$ cat config.mk
export PLATFORM = sky130hd
export DESIGN_NAME = m4i_div
export DESIGN_NICKNAME = d
export VERILOG_FILES = /design/src/hw/rtl/m4i_pkg.sv /design/src/hw/rtl/m4i_div.sv
export SDC_FILE = /design/constraint.sdc
export NUM_CORES = 1
export LEC_CHECK = 0
export ABC_AREA = 1
export BUFFER_PORTS_ARGS = -buffer_cell sky130_fd_sc_hd__buf_2
export CORE_ASPECT_RATIO = 0.9
export CORE_MARGIN = 10
export CORE_UTILIZATION = 50
export DETAILED_ROUTE_END_ITERATION = 8
export PLACE_DENSITY = 0.66
export SYNTH_ARGS = -nofsm -noshare
export SYNTH_HDL_FRONTEND = slang
export SYNTH_SLANG_ARGS = --single-unit
$ cat constraint.sdc
create_clock -name clk -period 22.1 [get_ports clk]
set_input_delay 1.105 -clock clk [delete_from_list [all_inputs] [get_ports clk]]
set_output_delay 1.105 -clock clk [all_outputs]
set_load 0.01 [all_outputs]
$ cat src/hw/rtl/m4i_pkg.sv
// ----------------------------------------------------------------------------
// m4i_pkg
// Shared widths and request types for the 4x4 adjugate inverse unit.
// ----------------------------------------------------------------------------
package m4i_pkg;

  localparam int ELEMENT_WIDTH = 32;
  localparam int FRACTION_BITS = 16;
  localparam int EW = ELEMENT_WIDTH;
  localparam int FB = FRACTION_BITS;

  // Exact width of a determinant and of every cofactor, with headroom.
  localparam int PW = 4 * EW + 8;
  // Digit width of the shared multiplier and the digit count of one product.
  localparam int DW = 32;
  localparam int ND = (PW + DW - 1) / DW;
  // Dividend width: cofactor magnitude scaled by the fraction bits squared.
  localparam int NW = PW + 2 * FB;

  localparam int IN_TDATA_W  = 40;
  localparam int OUT_TDATA_W = 104;

  typedef struct packed {
    logic              start;
    logic signed [PW-1:0] x;
    logic signed [EW-1:0] e;
  } mul_req_t;

  typedef struct packed {
    logic          start;
    logic [NW-1:0] num;
    logic [PW-1:0] den;
  } div_req_t;

endpackage

$ cat src/hw/rtl/m4i_div.sv
// ----------------------------------------------------------------------------
// m4i_div
// Restoring unsigned divider, one quotient bit per cycle.
// ----------------------------------------------------------------------------
module m4i_div
  import m4i_pkg::*;
(
  input  logic          clk,
  input  logic          rst_n,
  input  div_req_t      req,
  output logic          done,
  output logic [NW-1:0] quo
);

  localparam int CW = $clog2(NW + 1);

  logic [NW-1:0] num_r;
  logic [NW-1:0] quo_r;
  logic [PW:0]   rem_r;
  logic [PW-1:0] den_r;
  logic [CW-1:0] cnt_r;
  logic          run_r;
  logic          done_r;

  logic [PW:0]   rs;
  logic          ge;

  always_comb begin
    rs = {rem_r[PW-1:0], num_r[NW-1]};
    ge = (rs >= {1'b0, den_r});
  end

  always_ff @(posedge clk) begin
    if (!rst_n) begin
      run_r  <= 1'b0;
      done_r <= 1'b0;
    end else begin
      if (req.start) begin
        num_r  <= req.num;
        den_r  <= req.den;
        rem_r  <= '0;
        quo_r  <= '0;
        cnt_r  <= CW'(NW);
        run_r  <= 1'b1;
        done_r <= 1'b0;
      end else if (run_r) begin
        rem_r <= ge ? (rs - {1'b0, den_r}) : rs;
        quo_r <= {quo_r[NW-2:0], ge};
        num_r <= {num_r[NW-2:0], 1'b0};
        cnt_r <= cnt_r - 1'b1;
        if (cnt_r == CW'(1)) begin
          run_r  <= 1'b0;
          done_r <= 1'b1;
        end else begin
          done_r <= 1'b0;
        end
      end else begin
        done_r <= 1'b0;
      end
    end
  end

  assign done = done_r;
  assign quo  = quo_r;

endmodule

==> results of run 1 <==
==> layer usage <==
layer / routed length, microns / part of all wire, % / GRT usage [%]
met5: 265 / 0.19 / 0
met4: 5511 / 3.9 / 11.49
met3: 11100 / 7.9 / 6.123
met2: 62180 / 45 / 46.66
met1: 60550 / 43 / 40.72
==> logic make-up after synthesis <==
logic type / after synthesis
fa+ha+maj: 139
buf+inv: 1283
compound gates: 266
xor+xnor: 71
simple gates: 3163
flops: 618
==> worst min-delay path, delay by kind of cell, from the launching register on <==
kind | cells | cell delay, ns
flip-flops | 1 | 0.32
AND/OR/NAND/NOR | 2 | 0.10
==> report_power, final <==
group          internal (mW)  switching (mW)
Combinational          0.351           0.874
Sequential              1.45          0.0520
Clock                  0.619           0.514
==> per-stage QoR <==
| step | total power [mW] | instances | hold WS [ns] | area (sq um) |
|---|---|---|---|---|
| floorplan | 2.344 | 5540 | 0.4296 | 39650 |
| global placement | 2.708 | 6963 | 0.4901 | 42900 |
| detailed placement | 2.718 | 6963 | 0.4968 | 42900 |
| CTS | 3.855 | 7087 | 0.4983 | 45120 |
| global route | 4.064 | 7092 | 0.5183 | 45130 |
| finish | 3.856 | 7100 | 0.5028 | 45150 |
==> flip-flops by register name, summed over array words and instances, names as in the netlist <==
name   flops
cnt_r      8
quo      168
run_r      1
rem_r    136
num_r    168
done       1
den_r    136
==> final timing paths <==
kind / startpoint / end / slack, ns / cells after the start
worst max-delay path: req[304] / num_r[73] / 17.46 / 5
worst max register to register: rem_r[104] / rem_r[50] / 17.82 / 14
worst min-delay path: num_r[164] / num_r[165] / 0.50 / 2
worst min register to register: num_r[164] / num_r[165] / 0.50 / 2
==> layout make-up <==
type                            instances  area, sq um
Fill cell                            7591        33130
Sequential cell                       618        18540
Multi-Input combinational cell       3639        16140
Inverter                             1182         4452
Timing Repair Buffer                  485         2475
Clock buffer                           86         1809
Tap cell                             1039         1300
Clock inverter                         38        401.6
Antenna cell                           13        32.53
==> cell usage in the layout, fill, tap and decap left out, types with 5 or more instances in the layout <==
master	n
a21oi_1	126
buf_2	474
buf_4	9
clkbuf_1	14
clkbuf_16	68
clkinv_1	12
clkinv_16	5
clkinv_2	9
diode_2	13
edfxtp_1	616
ha_1	138
inv_1	1171
inv_2	8
nand2_1	2189
nand3_1	118
nand3b_1	27
nand4_1	24
nor2_1	735
nor2_2	18
nor3_1	18
nor4_1	19
o21a_1	6
o21ai_0	101
o21ai_1	16
o21bai_1	11
xor2_1	70
==> impl_results.md, run 1 <==
- Critical Path Fanout Max: 164
- CTS HTree Levels: 3
- Pwr dens: 85.41 nW/um^2
- Fraction of layout cells with a size suffix above 1: 10.37%
- DR WL/cell: 19.66 microns
- First-pass GRT wire length: 205700 microns
- DRC violations left: 0
- Total Routed Length: 139600 microns
- Critical Path Start Type: input pin
- Vias/cell: 4.984
- Number of flops mapped to enable cells by yosys: 616
- Synth warn: 0
- Clock skew: 0.03776 ns
- Hold Vio Cnt, Final: 0
- P&R area growth vs syn: 13.88%
- Die Wd: 316.8 microns
- Pre-CTS setup slack: 16.82 ns
- Top-area cell type share of the netlist area: 46.66%
- Cell Chain, Critical Path: buf_8 > nand2_1 > nand2_4 > buf_12 > buf_4
- Seq/Total Area, Yosys: 46.76%
- Mux contribution to synthesized area: 0%
- DP Wirelength: 111900 microns
- Total negative setup slack: 0 ns
- RSZ-0062 raised after global routing: no
- TritonRoute pass-1 iters: 6
- Initial antenna violation count: 32
- Worst Tran Pin Value: 1.190 ns
- Post-synthesis xor/xnor area fraction: 1.568%
- Synthesized net count: 5986
- Most frequent cells after synthesis: nand2_1 (2190), inv_1 (1173), nor2_1 (735)
- FFs w/ async S/R, synth: 0%
- Clk pin slew, worst setup/hold paths: 0.06 ns
- Core Area: 78280 sq um
- Critical path class: input pin to register
- Fmax: 215.7 MHz
- Synthesized cell area: 39650 sq um
- Input/output buffers: 475
- Iter 0 DRT Violations: 3583
- Die Y: 287.1 microns
- CTS tree: built
- Routed Antenna Nets: 0
- Synth top area cells: edfxtp_1 (47%), nand2_1 (21%), inv_1 (11%), nor2_1 (7.0%), ha_1 (4.4%)
- Hold Path Class: register to register
- Most common cell in the netlist: nand2_1
- Max clock buf depth: 3
- Root buffer cell: clkbuf_16
- P_leak: 23.95 nW
- Grt total ovfl: 0
- Worst path arrival time: 4.88 ns
- Crit path buf inv count: 3
- Synth Flop Type: edfxtp_1
- Crit. End Element: register
- Fin crit period: 4.637 ns
- Post-Synth Simple-Gate Area: 31.21%
- Die area: 90970 sq um
- Largest family of logic cells by synthesized area: simple AND/OR/NAND/NOR gates
- Clk sinks: 618
- Synth Area per Inst: 7.156 sq um
- Post-CTS setup buffer count: 0
- Setup Viol. Count Final: 0
- Worst endpoint required time: 22.34 ns
- Slowest CP cell: buf_4
- Max-cap violation count: 0
- CTS Buf Count: 68
- Synth Register Bits: 618
- Vias in the first global route: 33310
- Final slew viol count: 0
- Largest stage delay, worst path: 0.97 ns
- Status: completed
- I/O pin cnt: 476
- Final setup margin: 17.46 ns
- Pin count of the biggest net entering global routing: 165
- Synth Instances: 5540
- Post-synthesis compound-gate area fraction: 3.503%
- Core Rows: 97
- Final Util: 57.67%
- Fin nets: 6440
- Post-cts resize count: 0
- Post-synth cell types: 38
- RePlAce Congestion: 1.029
- # hold bufs at CTS: 0
- Initial Util: 50.65%
- Slew headroom: 20.65%
- Vias: 35390
- IR drop worst, VDD: 79.32 uV
- Fin crit share: 20.98%
- Clk_lat worst skew: 0.66 ns
- Total GRT Usage: 29.98%
- Synth Area in Adders: 4.406%
- Crit path max-delay family: buffers and inverters
- Synth area leader: edfxtp_1
Note: power is estimated with default switching activity, not from simulation.
==> inputs of run 2 (changes only) <==
--- a/config.mk
+++ b/config.mk
@@ -5,13 +5,13 @@
 export SDC_FILE = /design/constraint.sdc
 export NUM_CORES = 1
 export LEC_CHECK = 0
-export ABC_AREA = 1
+export ABC_AREA = 0
 export BUFFER_PORTS_ARGS = -buffer_cell sky130_fd_sc_hd__buf_2
 export CORE_ASPECT_RATIO = 0.9
 export CORE_MARGIN = 10
 export CORE_UTILIZATION = 50
 export DETAILED_ROUTE_END_ITERATION = 8
-export PLACE_DENSITY = 0.66
+export PLACE_DENSITY = 0.7
 export SYNTH_ARGS = -nofsm -noshare
 export SYNTH_HDL_FRONTEND = slang
 export SYNTH_SLANG_ARGS = --single-unit
==> constraint.sdc (replaced) <==
create_clock -name clk -period 4.05 [get_ports clk]
set_input_delay 0.2025 -clock clk [delete_from_list [all_inputs] [get_ports clk]]
set_output_delay 0.2025 -clock clk [all_outputs]
set_load 0.01 [all_outputs]
==> run 2 against run 1 <==
  * Flip-flop and latch count unchanged
  * Final cell count shrank 33%
  * Setup slack worse by 17 ns
  * Global-route usage down 5.0 points
  * Synthesized area is 15% lower
==> impl_results.md, run 2 <==
- Status: completed (unchanged)
- Crit. End Element: register (unchanged)
- Final slew viol count: 0 (unchanged)
- DR WL/cell: 21.16 microns (was 19.66 microns)
- Core Area: 66780 sq um (was 78280 sq um)
- Input/output buffers: 475 (unchanged)
- Critical Path Start Type: register (was input pin)
- Synthesized cell area: 33600 sq um (was 39650 sq um)
- Synth area leader: edfxtp_1 (unchanged)
- Routed Antenna Nets: 0 (unchanged)
- Clk_lat worst skew: 0.64 ns (was 0.66 ns)
- Clock skew: 0.05363 ns (was 0.03776 ns)
- Fmax: 258.9 MHz
- Vias/cell: 5.640 (was 4.984)
- Synth Area per Inst: 11.20 sq um (was 7.156 sq um)
- CTS Buf Count: 67 (was 68)
- Seq/Total Area, Yosys: 55.18% (was 46.76%)
- Fin crit period: 3.863 ns
- Final Util: 64.21% (was 57.67%)
- Setup Viol. Count Final: 0 (unchanged)
- Synth Instances: 3000 (was 5540)
- Core Rows: 90 (was 97)
- Die Wd: 293.2 microns (was 316.8 microns)
- Synth warn: 0 (unchanged)
- Fin nets: 4240 (was 6440)
- TritonRoute pass-1 iters: 5 (was 6)
- Critical path class: register to register (was input pin to register)
- Worst path arrival time: 4.21 ns (was 4.88 ns)
- Worst Tran Pin Value: 0.8223 ns (was 1.190 ns)
- Max clock buf depth: 3 (unchanged)
- Slew headroom: 45.18% (was 20.65%)
- Hold Path Class: input pin to register (was register to register)
- Vias: 26750 (was 35390)
- Pin count of the biggest net entering global routing: 133 (was 165)
- Total Routed Length: 100400 microns (was 139600 microns)
- Hold Vio Cnt, Final: 0 (unchanged)
- Synthesized net count: 3446 (was 5986)
- Synth top area cells: edfxtp_1 (55%), mux2_2 (5.6%), ha_1 (5.1%), a21oi_1 (4.4%), nand2_1 (3.6%) (was edfxtp_1 (47%), nand2_1 (21%), inv_1 (11%), nor2_1 (7.0%), ha_1 (4.4%))
- First-pass GRT wire length: 154900 microns (was 205700 microns)
- Worst endpoint required time: 4.40 ns (was 22.34 ns)
- I/O pin cnt: 476 (unchanged)
- Synth Flop Type: edfxtp_1 (unchanged)
- P_leak: 17.21 nW (was 23.95 nW)
- Critical Path Fanout Max: 37 (was 164)
- Pwr dens: 439.4 nW/um^2 (was 85.41 nW/um^2)
- Fraction of layout cells with a size suffix above 1: 23.43% (was 10.37%)
- Total negative setup slack: 0 ns (unchanged)
- Post-CTS setup buffer count: 0 (unchanged)
- Fin crit share: 95.38%
- Clk sinks: 618 (unchanged)
- Clk pin slew, worst setup/hold paths: 0.06 ns (about the same)
- DRC violations left: 0 (unchanged)
- Commonest non-fill, non-tap cell in the layout: edfxtp_1 (was nand2_1)
- FFs w/ async S/R, synth: 0% (unchanged)
- Root buffer cell: clkbuf_16 (unchanged)
- Synth Register Bits: 618 (unchanged)
- CTS HTree Levels: 3 (unchanged)
- Most frequent cells in the layout: edfxtp_1 (616), buf_2 (474), nand2_1 (324) (was nand2_1 (2189), inv_1 (1171), nor2_1 (735))
- Vias in the first global route: 26580 (was 33310)
- RePlAce Congestion: 0.9811 (was 1.029)
- CTS tree: built (unchanged)
- Number of flops mapped to enable cells by yosys: 616 (unchanged)
- Die area: 77980 sq um (was 90970 sq um)
- Grt total ovfl: 0 (unchanged)
- Most common cell in the netlist: edfxtp_1 (was nand2_1)
- P&R area growth vs syn: 27.62% (was 13.88%)
- Initial antenna violation count: 22 (was 32)
- IR drop worst, VDD: 437.1 uV (was 79.32 uV)
- Total GRT Usage: 24.98% (was 29.98%)
- Die Y: 265.9 microns (was 287.1 microns)
- Initial Util: 50.31% (was 50.65%)
- DP Wirelength: 70610 microns (was 111900 microns)
- Iter 0 DRT Violations: 2346 (was 3583)
- Most frequent cells after synthesis: edfxtp_1 (616), nand2_1 (326), a21oi_1 (294) (was nand2_1 (2190), inv_1 (1173), nor2_1 (735))
- Max-cap violation count: 0 (unchanged)
- Top-area cell type share of the netlist area: 55.06% (was 46.66%)
- Post-synth cell types: 84 (was 38)
run 2: changes by cell type after synthesis, sizes merged, moves of 25 or more:
cell / change
a211oi: +47
a21o: +64
a21oi: +171
clkbuf: +36
inv: -1003
mux2: +167
nand2: -1868
nand3: -78
nand3b: -25
nand4: +54
nor2: -622
nor2b: +180
o21bai: +33
xnor2: +61
run 2: repair_timing:
item | 4_1_cts | 5_1_grt
endpoints found under the hold margin | 306 | 0
hold buffers | 305 | 0
endpoints found under the setup margin | 0 | 51
resized for setup | 0 | 11
run 2: metrics by stage:
| stage | instance area [sq um] | hold slack (ns) | power (mW) | cells | worst slack, ns |
|---|---|---|---|---|---|
| global placement | 37380 | 0.3788 | 12.07 | 4294 | 0.1679 |
| CTS | 42780 | 0.1645 | 18.88 | 4723 | 0.08914 |
| finish | 42880 | 0.1904 | 18.84 | 4743 | 0.1871 |
| detailed placement | 37380 | 0.3806 | 12.10 | 4294 | 0.07747 |
| global route | 42860 | 0.1822 | 19.67 | 4737 | -0.006161 |
| floorplan | 33620 | 0.3014 | 10.81 | 3000 | -0.3491 |
run 2: critical path, cell delays in order (launching register included):
cell      delay [ns]
edfxtp_1        0.40
inv_1           0.12
ha_1            0.31
a21oi_1         0.25
o21ai_1         0.19
a221oi_2        0.36
o21a_1          0.17
o21ai_1         0.13
a21oi_1         0.26
o221a_2         0.28
a21oi_2         0.09
or2_4           0.32
buf_12          0.18
and4_1          0.19
a311o_1         0.29
run 2: kinds of logic (layout without fill, tap and decap cells):
group                    count (synthesis)  count (layout)  share of synthesized area [%]
AND/OR/NAND/NOR                        898             898                          13.21
AO/OA/AOI/OAI                          717             717                          13.50
flip-flops                             618             618                          55.18
buffers and inverters                  340            1189                          4.149
multiplexers                           169             169                          5.657
adder cells (fa/ha/maj)                139             139                          5.199
XOR/XNOR                               119             119                          3.102
other                                    0              20                              0
run 2: power by group:
part	switching [mW]	total, mW	leakage (nW)	internal, mW
sequential	0.217	7.88	5.95	7.66
combinational	2.58	4.46	10.2	1.87
clock	2.77	6.50	1.11	3.73
run 2: path summary, 6_finish.rpt:
path | cells past startpoint | startpoint | endpoint | slack, ns
max reg2reg | 14 | den_r[60] | rem_r[77] | 0.19
min reg2reg | 1 | run_r | done | 0.52
max | 14 | den_r[60] | rem_r[77] | 0.19
min | 2 | req[304] | num_r[99] | 0.19
run 2: per-layer routing:
metal	part of all wire, %	GRT usage, %
met2	47	40.55
met3	6.9	5.471
met4	2.3	5.819
met5	0.070	0
met1	43	33.88
run 2: final cells by class:
| cell class | instances | area, sq um |
|---|---|---|
| fill | 5169 | 23900 |
| clock inverter | 46 | 600.6 |
| tap | 874 | 1094 |
| multi-input combinational | 2042 | 13730 |
| timing repair buffer | 886 | 6449 |
| antenna | 20 | 50.05 |
| sequential | 618 | 18540 |
| inverter | 179 | 676.9 |
| clock buffer | 78 | 1738 |
